$ cat src/design/utd_pkg.sv
// ----------------------------------------------------------------------------
// utd_pkg
// Shared types and constants of the UTF-8 to UTF-16 decoder.
// ----------------------------------------------------------------------------
package utd_pkg;

   // Work item handed from the front end to the back end through the queue
   typedef struct packed {
      logic [20:0] code_point;   // decoded value, at most 0x10ffff
      logic        pair;         // value needs a surrogate pair
      logic        fin;          // byte was the final byte of the string
      logic        err;          // string was malformed
   } entry_type;

   localparam int unsigned ENTRY_W = $bits(entry_type);

   localparam logic [30:0] MAX_CODE_POINT = 31'h10ffff;
   localparam logic [20:0] MAX_BMP        = 21'h00ffff;
   localparam logic [20:0] SUPP_BASE      = 21'h010000;
   localparam logic [5:0]  HIGH_SURR_TAG  = 6'b110110;   // 0xd800 >> 10
   localparam logic [5:0]  LOW_SURR_TAG   = 6'b110111;   // 0xdc00 >> 10

endpackage

$ cat src/design/utf8_to_utf16_decoder.sv
// ----------------------------------------------------------------------------
// utf8_to_utf16_decoder
// UTF-8 byte stream to UTF-16 code unit stream transcoder.
// ----------------------------------------------------------------------------
// Usage:
//   req_*  : one UTF-8 byte per item, req_string_end marks the final byte.
//   rsp_*  : one UTF-16 code unit per item; a supplementary character gives
//            the high half and then the low half. rsp_run_last marks the
//            last unit caused by one byte, rsp_at_string_end the last unit
//            of a string. A malformed string ends in one item with
//            rsp_decode_error set and code unit zero; units sent earlier for
//            that string are to be dropped by the receiver.
//   A byte that completes a unit is written into the queue when accepted,
//   and the unit is then loaded from the queue head into the output register.
//   Throughput: one byte per cycle while the queue is not full; the halves
//   of a surrogate pair share the single output register of the back end,
//   and QUEUE_DEPTH queue items absorb that, as a pair needs four bytes.
//   Reset: synchronous; clears the sequence state, the queue and the output valid.
//   When the receiver stalls the output holds, the queue fills, and
//   req_ready drops once the queue is full.
// ----------------------------------------------------------------------------
module utf8_to_utf16_decoder #(
   parameter int unsigned QUEUE_DEPTH = 4
) (
   input  logic        clock,
   input  logic        reset,
   input  logic        req_valid,
   output logic        req_ready,
   input  logic [7:0]  req_data_byte,
   input  logic        req_string_end,
   output logic        rsp_valid,
   input  logic        rsp_ready,
   output logic [15:0] rsp_code_unit,
   output logic        rsp_at_string_end,
   output logic        rsp_decode_error,
   output logic        rsp_run_last
);

   logic               queue_full;
   logic               queue_not_empty;
   logic               push;
   logic               pop;
   utd_pkg::entry_type push_entry;
   utd_pkg::entry_type head_entry;

   // Decode bytes into work items
   utd_front u_front (
      .clock          (clock),
      .reset          (reset),
      .req_valid      (req_valid),
      .req_ready      (req_ready),
      .req_data_byte  (req_data_byte),
      .req_string_end (req_string_end),
      .queue_full     (queue_full),
      .push           (push),
      .push_entry     (push_entry)
   );

   // Decouple front and back
   utd_fifo #(
      .DEPTH (QUEUE_DEPTH)
   ) u_fifo (
      .clock      (clock),
      .reset      (reset),
      .push       (push),
      .push_entry (push_entry),
      .pop        (pop),
      .full       (queue_full),
      .not_empty  (queue_not_empty),
      .head_entry (head_entry)
   );

   // Emit code units
   utd_back u_back (
      .clock             (clock),
      .reset             (reset),
      .not_empty         (queue_not_empty),
      .head_entry        (head_entry),
      .pop               (pop),
      .rsp_valid         (rsp_valid),
      .rsp_ready         (rsp_ready),
      .rsp_code_unit     (rsp_code_unit),
      .rsp_at_string_end (rsp_at_string_end),
      .rsp_decode_error  (rsp_decode_error),
      .rsp_run_last      (rsp_run_last)
   );

endmodule

$ cat src/design/utd_front.sv
// ----------------------------------------------------------------------------
// utd_front
// Front end: accepts bytes, tracks the multibyte sequence and queues one
// work item for each byte that completes a character or ends a bad string.
// ----------------------------------------------------------------------------
module utd_front (
   input  logic                clock,
   input  logic                reset,
   input  logic                req_valid,
   output logic                req_ready,
   input  logic [7:0]          req_data_byte,
   input  logic                req_string_end,
   input  logic                queue_full,
   output logic                push,
   output utd_pkg::entry_type  push_entry
);

   localparam logic [1:0] PH_LEAD    = 2'd0;
   localparam logic [1:0] PH_CONT    = 2'd1;
   localparam logic [1:0] PH_DISCARD = 2'd2;

   logic [1:0]  phase_ff, phase_in;
   logic [2:0]  pend_ff, pend_in;
   logic [30:0] acc_ff, acc_in;

   logic        fire;
   logic        err;
   logic        done;
   logic        lead_bad;
   logic [30:0] val;
   logic [30:0] acc_next;
   logic [2:0]  pend_next;
   logic [6:0]  lead_val;
   logic [2:0]  extra;

   assign req_ready = !queue_full;
   assign fire      = req_valid && req_ready;

   // Classify a lead byte
   always_comb begin
      lead_bad = 1'b0;
      lead_val = 7'd0;
      extra    = 3'd0;
      if ((req_data_byte & 8'hfc) == 8'hfc) begin
         lead_val = {6'd0, req_data_byte[0]};
         extra    = 3'd5;
      end else if ((req_data_byte & 8'hf8) == 8'hf8) begin
         lead_val = {5'd0, req_data_byte[1:0]};
         extra    = 3'd4;
      end else if ((req_data_byte & 8'hf0) == 8'hf0) begin
         lead_val = {4'd0, req_data_byte[2:0]};
         extra    = 3'd3;
      end else if ((req_data_byte & 8'he0) == 8'he0) begin
         lead_val = {3'd0, req_data_byte[3:0]};
         extra    = 3'd2;
      end else if ((req_data_byte & 8'hc0) == 8'hc0) begin
         lead_val = {2'd0, req_data_byte[4:0]};
         extra    = 3'd1;
      end else if (!req_data_byte[7]) begin
         lead_val = req_data_byte[6:0];
         extra    = 3'd0;
      end else begin
         lead_bad = 1'b1;
      end
   end

   // Advance the sequence state for the byte on the port
   always_comb begin
      acc_next  = {acc_ff[24:0], req_data_byte[5:0]};
      pend_next = pend_ff - 3'd1;
      err       = 1'b0;
      done      = 1'b0;
      val       = 31'd0;
      phase_in  = phase_ff;
      pend_in   = pend_ff;
      acc_in    = acc_ff;
      case (phase_ff)
         PH_LEAD: begin
            if (lead_bad) begin
               err = 1'b1;
            end else if (extra == 3'd0) begin
               done = 1'b1;
               val  = {24'd0, lead_val};
            end else begin
               phase_in = PH_CONT;
               pend_in  = extra;
               acc_in   = {24'd0, lead_val};
            end
         end
         PH_CONT: begin
            if (req_data_byte[7]) begin
               acc_in  = acc_next;
               pend_in = pend_next;
               if (pend_next == 3'd0) begin
                  done = 1'b1;
                  val  = acc_next;
               end
            end else begin
               err = 1'b1;
            end
         end
         default: begin
            err = 1'b1;
         end
      endcase

      if (done && (val > utd_pkg::MAX_CODE_POINT)) begin
         err = 1'b1;
      end
      if (!err && !done && req_string_end) begin
         err = 1'b1;
      end

      // Errors and finished characters drop all sequence state
      if (err) begin
         phase_in = req_string_end ? PH_LEAD : PH_DISCARD;
         pend_in  = 3'd0;
         acc_in   = 31'd0;
      end else if (done) begin
         phase_in = PH_LEAD;
         pend_in  = 3'd0;
         acc_in   = 31'd0;
      end
   end

   // Queue an item for a finished character or a bad string's final byte
   always_comb begin
      push                  = fire && ((err && req_string_end) || (!err && done));
      push_entry.code_point = val[20:0];
      push_entry.pair       = !err && (val[20:0] > utd_pkg::MAX_BMP);
      push_entry.fin        = req_string_end;
      push_entry.err        = err;
   end

   always_ff @(posedge clock) begin
      if (reset) begin
         phase_ff <= PH_LEAD;
         pend_ff  <= 3'd0;
         acc_ff   <= 31'd0;
      end else if (fire) begin
         phase_ff <= phase_in;
         pend_ff  <= pend_in;
         acc_ff   <= acc_in;
      end
   end

endmodule

$ cat src/design/utd_fifo.sv
// ----------------------------------------------------------------------------
// utd_fifo
// Short queue of work items between the front end and the back end.
// ----------------------------------------------------------------------------
module utd_fifo #(
   parameter int unsigned DEPTH = 4
) (
   input  logic                clock,
   input  logic                reset,
   input  logic                push,
   input  utd_pkg::entry_type  push_entry,
   input  logic                pop,
   output logic                full,
   output logic                not_empty,
   output utd_pkg::entry_type  head_entry
);

   localparam int unsigned PW = (DEPTH > 1) ? $clog2(DEPTH) : 1;
   localparam int unsigned CW = $clog2(DEPTH + 1);

   utd_pkg::entry_type entries_ff [DEPTH];
   logic [PW-1:0] wr_ptr_ff, wr_ptr_in;
   logic [PW-1:0] rd_ptr_ff, rd_ptr_in;
   logic [CW-1:0] count_ff, count_in;

   assign full       = (count_ff == CW'(DEPTH));
   assign not_empty  = (count_ff != '0);
   assign head_entry = entries_ff[rd_ptr_ff];

   // Advance pointers with wrap at the queue depth
   always_comb begin
      wr_ptr_in = wr_ptr_ff;
      rd_ptr_in = rd_ptr_ff;
      count_in  = count_ff;
      if (push) begin
         wr_ptr_in = (wr_ptr_ff == PW'(DEPTH - 1)) ? '0 : wr_ptr_ff + 1'b1;
      end
      if (pop) begin
         rd_ptr_in = (rd_ptr_ff == PW'(DEPTH - 1)) ? '0 : rd_ptr_ff + 1'b1;
      end
      case ({push, pop})
         2'b10:   count_in = count_ff + 1'b1;
         2'b01:   count_in = count_ff - 1'b1;
         default: count_in = count_ff;
      endcase
   end

   always_ff @(posedge clock) begin
      if (reset) begin
         wr_ptr_ff <= '0;
         rd_ptr_ff <= '0;
         count_ff  <= '0;
      end else begin
         wr_ptr_ff <= wr_ptr_in;
         rd_ptr_ff <= rd_ptr_in;
         count_ff  <= count_in;
      end
   end

   // Store item payload
   always_ff @(posedge clock) begin
      if (push) begin
         entries_ff[wr_ptr_ff] <= push_entry;
      end
   end

endmodule

$ cat src/design/utd_back.sv
// ----------------------------------------------------------------------------
// utd_back
// Back end: turns queued work items into UTF-16 code units, splitting
// supplementary values into two halves, and holds them in the output register.
// ----------------------------------------------------------------------------
module utd_back (
   input  logic                clock,
   input  logic                reset,
   input  logic                not_empty,
   input  utd_pkg::entry_type  head_entry,
   output logic                pop,
   output logic                rsp_valid,
   input  logic                rsp_ready,
   output logic [15:0]         rsp_code_unit,
   output logic                rsp_at_string_end,
   output logic                rsp_decode_error,
   output logic                rsp_run_last
);

   logic        valid_ff, valid_in;
   logic        half_ff, half_in;
   logic [15:0] unit_ff, unit_in;
   logic        end_ff, end_in;
   logic        err_ff, err_in;
   logic        last_ff, last_in;

   logic        load;
   logic [20:0] offset;

   assign load   = not_empty && (!valid_ff || rsp_ready);
   assign offset = head_entry.code_point - utd_pkg::SUPP_BASE;

   // Pick the next code unit from the head item
   always_comb begin
      valid_in = valid_ff && !rsp_ready;
      half_in  = half_ff;
      unit_in  = unit_ff;
      end_in   = end_ff;
      err_in   = err_ff;
      last_in  = last_ff;
      pop      = 1'b0;
      if (load) begin
         valid_in = 1'b1;
         if (head_entry.err) begin
            unit_in = 16'd0;
            end_in  = 1'b1;
            err_in  = 1'b1;
            last_in = 1'b1;
            pop     = 1'b1;
         end else if (head_entry.pair && !half_ff) begin
            unit_in = {utd_pkg::HIGH_SURR_TAG, offset[19:10]};
            end_in  = 1'b0;
            err_in  = 1'b0;
            last_in = 1'b0;
            half_in = 1'b1;
         end else if (head_entry.pair) begin
            unit_in = {utd_pkg::LOW_SURR_TAG, offset[9:0]};
            end_in  = head_entry.fin;
            err_in  = 1'b0;
            last_in = 1'b1;
            half_in = 1'b0;
            pop     = 1'b1;
         end else begin
            unit_in = head_entry.code_point[15:0];
            end_in  = head_entry.fin;
            err_in  = 1'b0;
            last_in = 1'b1;
            pop     = 1'b1;
         end
      end
   end

   always_ff @(posedge clock) begin
      if (reset) begin
         valid_ff <= 1'b0;
         half_ff  <= 1'b0;
      end else begin
         valid_ff <= valid_in;
         half_ff  <= half_in;
      end
   end

   // Hold the result payload until it is taken
   always_ff @(posedge clock) begin
      unit_ff <= unit_in;
      end_ff  <= end_in;
      err_ff  <= err_in;
      last_ff <= last_in;
   end

   assign rsp_valid         = valid_ff;
   assign rsp_code_unit     = unit_ff;
   assign rsp_at_string_end = end_ff;
   assign rsp_decode_error  = err_ff;
   assign rsp_run_last      = last_ff;

endmodule

$ cat config.mk
export PLATFORM = sky130hd
export DESIGN_NAME = utf8_to_utf16_decoder
export DESIGN_NICKNAME = d
export VERILOG_FILES = /design/src/design/utd_pkg.sv /design/src/design/utf8_to_utf16_decoder.sv /design/src/design/utd_front.sv /design/src/design/utd_fifo.sv /design/src/design/utd_back.sv
export SDC_FILE = /design/constraint.sdc
export NUM_CORES = 1
export LEC_CHECK = 0
export BUFFER_PORTS_ARGS = -buffer_cell sky130_fd_sc_hd__buf_2
export CORE_UTILIZATION = 42
export CTS_CLUSTER_DIAMETER = 30
export CTS_CLUSTER_SIZE = 20
export DETAILED_ROUTE_END_ITERATION = 6
export PLACE_DENSITY = 0.71
export REMOVE_ABC_BUFFERS = 1
export SYNTH_ARGS = -nofsm -noshare
export SYNTH_HDL_FRONTEND = slang
export SYNTH_SLANG_ARGS = --single-unit
$ cat constraint.sdc
create_clock -name clock -period 3.6 [get_ports clock]
set_input_delay 0.72 -clock clock [delete_from_list [all_inputs] [get_ports clock]]
set_output_delay 0.72 -clock clock [all_outputs]
set_load 0.05 [all_outputs]
==> run_results.csv <==
group,metric,value,unit
clock_network,cts.repair.resized,0,
clock_network,tritoncts,"done",
place,place.port_buffers,33,
place,dp_hpwl,7970,um
pwr,clockPowerShare,0.320,
final_layout,final_net_count,501,
critical_path,worstSetupEndpointType,"register",
grt,gr-total-overflow,0,
clock_network,worstSkewPairLatency,0.41,ns
logic_synthesis,combinational_family_with_the_most_area_after_synthesis,"simple AND/OR/NAND/NOR gates",
floorplan,die-height,124,um
sta,rsz0062_at_grt,"no",
place,dp_slack,0.347,ns
critical_path,r2r.worst_path.cells,13,
logic_synthesis,syn_area,0.00630,mm^2
pwr,total_switching_power,1.81,mW
floorplan,die_area,0.0155,mm^2
grt,grt_pass1_wl,20200,um
floorplan,top_level_ports,34,
final_layout,area.growth.synth_to_final,15.5,%
logic_synthesis,postSynthAreaPerCell,14.4,um^2
critical_path,critical_path_class,"register to register",
pwr,intPower,3.75,mW
sta,period_minus_slack,3.04,ns
floorplan,rows,44,
routing,ant_nets_after_route,0,
grt,gr-usage-all-layers,0.171,
final_layout,antennaDiodeCount,0,
logic_synthesis,synth.area.top_cells,"edfxtp_1, dfxtp_1, mux4_2",
critical_path,timing.reg2reg.setup_slack,0.56,ns
outcome,result_of_the_run,"complete, no violations",
logic_synthesis,synthAdderAreaFrac,0.0211,
critical_path,worst_flop_to_flop_path_endpoint,"u_fifo.count_ff[2]$_SDFFE_PP0P_",
routing,number_of_violations_reported_at_the_end_of_detailed_routing_iteration_0,272,
sta,period_share,0.844,
sta,hold_viol,0,
critical_path,worst_ep_arrival_time,3.37,ns
floorplan,floorplan.initialDensity,0.432,
logic_synthesis,synthDominantCellAreaShare,0.529,
place,finalWeightedCongestion,0.805,
clock_network,cts_htree_levels,4,
critical_path,crit_path_cell_trace,"inv_1 > ha_1 > xor2_1 > o32ai_2 > o21a_1 > nor2b_2 > inv_1 > ha_1 > inv_1 > fa_1 > xor2_1 > or3_1 > a21oi_1",
logic_synthesis,synth_compound_gate_area_share,0.0715,
pwr,p_leak,2.57,nW
routing,route.detailed.wl_per_inst,18.0,um
logic_synthesis,warning_count_from_the_yosys_run,0,
floorplan,die_width,124,um
hold_path,holdPathEnd,"u_front.pend_ff[1]$_SDFFE_PP0P_",
grt,antenna_found_initial,0,
critical_path,r2r-start,"u_front.pend_ff[0]$_SDFFE_PP0P_",
clock_network,clkTransAtPathRegs,0.06,ns
job,maxCapViolations,0,
grt,grt_pass1_vias,3839,
critical_path,cpMostUsedCell,"inv_1",
logic_synthesis,most_frequently_used_flop_master_after_synthesis,"edfxtp_1",
routing,detail_route.vias_per_cell,5.41,
pwr,worst_supply_voltage_drop_on_vdd,0.299,mV
critical_path,crit_path_max_incr_delay,0.37,ns
hold_path,min_path_cells,2,
critical_path,crit_path_top_delay_cell,"dfxtp_1",
sta,timing.slew.headroom,0.386,
pwr,seqPwrFrac,0.403,
critical_path,worstSetupStartpointType,"register",
logic_synthesis,flop_and_latch_count_out_of_synthesis,152,
logic_synthesis,yosys.area_share.simple,0.120,
sta,fmax,329,MHz
routing,via_count,3650,
sta,finClkSkew,0.00668,ns
sta,timing.setup.tns,0,ns
routing,drt_pass1_iterations,4,
logic_synthesis,synth.largest_area_cell,"edfxtp_1",
floorplan,placeable_core_region,0.0146,mm^2
sta,report.final.slew_viol_count,0,
hold_path,timing.hold.worst.start,"u_front.pend_ff[1]$_SDFFE_PP0P_",
routing,wl,12100,um
clock_network,postCtsSetupRepairBufs,0,
clock_network,clock_sinks,152,
critical_path,critPathRequiredTime,3.93,ns
final_layout,final_layout_size_suffix_gt1_frac,0.216,
pwr,power_density,764,mW/mm^2
logic_synthesis,synth-async-reset-ratio,0,
pwr,power.combinational.fraction,0.277,
routing,detailed_route_drc_error_count,0,
pwr,switching_power_as_a_share_of_total_power,0.325,
logic_synthesis,netlist_instances,436,
hold_path,min_path_type,"register to register",
logic_synthesis,synth-edff-count,111,
sta,finalSetupViolCount,0,
sta,tightest_pin_transition,0.915,ns
logic_synthesis,post_synth_num_cell_types,51,
clock_network,numCtsBuffers,17,
logic_synthesis,ys_seq_area_frac,0.660,
logic_synthesis,synth.area.mux_share,0.0959,
clock_network,maximum_buffer_depth_of_the_clock_tree,2,
final_layout,layout.core_utilization,0.499,
sta,post_layout_worst_setup_margin,0.563,ns
clock_network,cts_root_buffer,"clkbuf_16",
grt,grt_max_degree,42,
logic_synthesis,synth_xor_xnor_area_share,0.00834,
critical_path,timing.critical_path.fanout_max,10,
clock_network,cts_hold_buffers,0,
## power by group through the flow
| stage | Combinational (mW) | Clock (mW) | Sequential (mW) |
|---|---|---|---|
| after global routing | 1.67 | 1.88 | 2.27 |
| after detailed placement | 1.55 | 0 | 2.28 |
| after global placement | 1.52 | 0 | 2.27 |
| after floorplan | 0.673 | 0 | 2.76 |
| after CTS | 1.56 | 1.81 | 2.24 |
| final | 1.54 | 1.78 | 2.24 |
## routing by layer
metal | track usage | vias to the layer above | share of wire
met4 | 0.0744 | 0 | 0.017
li1 | - | 1727 | -
met2 | 0.273 | 96 | 0.49
met5 | 0 | - | 0
met1 | 0.220 | 1810 | 0.45
met3 | 0.0425 | 17 | 0.051
## layout by cell type (no fill, tap or decap), types with 4 or more instances in the layout
master	synthesis	final
nand2_1	25	25
inv_1	16	16
nand2b_1	5	5
buf_2	7	33
nor2_1	48	48
nor2b_1	7	7
and2_1	24	24
ha_1	9	9
a22oi_1	20	20
clkinv_1	0	4
clkbuf_16	0	17
a22o_1	5	5
nor3_1	8	8
inv_6	0	5
o21ai_0	9	9
edfxtp_1	111	111
a21oi_1	14	13
mux4_2	25	25
dfxtp_1	41	41
buf_4	2	9
xor2_1	4	4
## final cells by class
class / instances / area [um^2]
sequential: 152 / 4150
fill: 1223 / 7310
clock buffer: 17 / 425
multi-input combinational: 249 / 2000
clock inverter: 15 / 171
timing repair buffer: 42 / 233
inverter: 16 / 60.1
tap: 184 / 230
## synth_stat cells, drive strengths merged, types with 4 or more instances
cell	count
edfxtp	111
nor2	49
dfxtp	41
mux4	25
nand2	25
and2	24
a22oi	20
inv	16
a21oi	14
buf	10
clkbuf	9
ha	9
o21ai	9
nor2b	8
nor3	8
a22o	5
nand2b	5
or3	4
xor2	4
## how the worst max path moves through the flow
| stage | slack (ns) | endpoint | depth (start not counted) | start |
|---|---|---|---|---|
| 2_1_floorplan | 0.04 | u_fifo.count_ff[2]$_SDFFE_PP0P_ | 10 | rsp_ready |
| 3_3_place_gp | 0.49 | u_fifo.count_ff[2]$_SDFFE_PP0P_ | 12 | req_data_byte[7] |
| 3_5_place_dp | 0.35 | u_fifo.count_ff[2]$_SDFFE_PP0P_ | 12 | req_data_byte[7] |
| 4_1_cts | 0.55 | u_fifo.count_ff[2]$_SDFFE_PP0P_ | 13 | u_front.pend_ff[0]$_SDFFE_PP0P_ |
| 5_1_grt | 0.29 | u_fifo.count_ff[2]$_SDFFE_PP0P_ | 13 | u_front.pend_ff[0]$_SDFFE_PP0P_ |
| 6_report | 0.56 | u_fifo.count_ff[2]$_SDFFE_PP0P_ | 13 | u_front.pend_ff[0]$_SDFFE_PP0P_ |
## worst max-delay path, delay by kind of cell (launching register included)
kind	cells	cell delay (ns)
xor+xnor	2	0.46
buf+inv	3	0.20
fa+ha+maj	3	0.77
compound gates	3	0.67
flops	1	0.37
simple gates	2	0.49
## per-stage QoR
| step | cell area, um^2 | total power, mW | cells | hold slack (ns) |
|---|---|---|---|---|
| after floorplan | 6210 | 3.43 | 417 | 0.430 |
| after global placement | 6680 | 3.78 | 643 | 0.444 |
| after detailed placement | 6680 | 3.83 | 643 | 0.458 |
| after CTS | 7270 | 5.62 | 675 | 0.467 |
| after global routing | 7270 | 5.82 | 675 | 0.494 |
| final | 7270 | 5.56 | 675 | 0.461 |
## registers in the layout, summed over array words and instances, names as in the netlist, named ones only
signal,cells
u_back.rsp_decode_error,1
u_back.half_ff,1
u_front.pend_ff,3
u_fifo.wr_ptr_ff,2
u_fifo.rd_ptr_ff,2
u_front.phase_ff,2
u_back.rsp_at_string_end,1
u_fifo.entries_ff,92
u_fifo.count_ff,3
u_back.rsp_run_last,1
u_back.rsp_valid,1
u_front.acc_ff,25
u_back.rsp_code_unit,16
## cells by family (layout without fill, tap and decap cells)
group	Yosys count	after routing
flip-flops	152	152
multiplexers	29	29
AO/OA/AOI/OAI	64	64
XOR/XNOR	6	6
AND/OR/NAND/NOR	140	140
buffers and inverters	35	90
adder cells (fa/ha/maj)	10	10
Note: power is estimated with default switching activity, not from simulation.
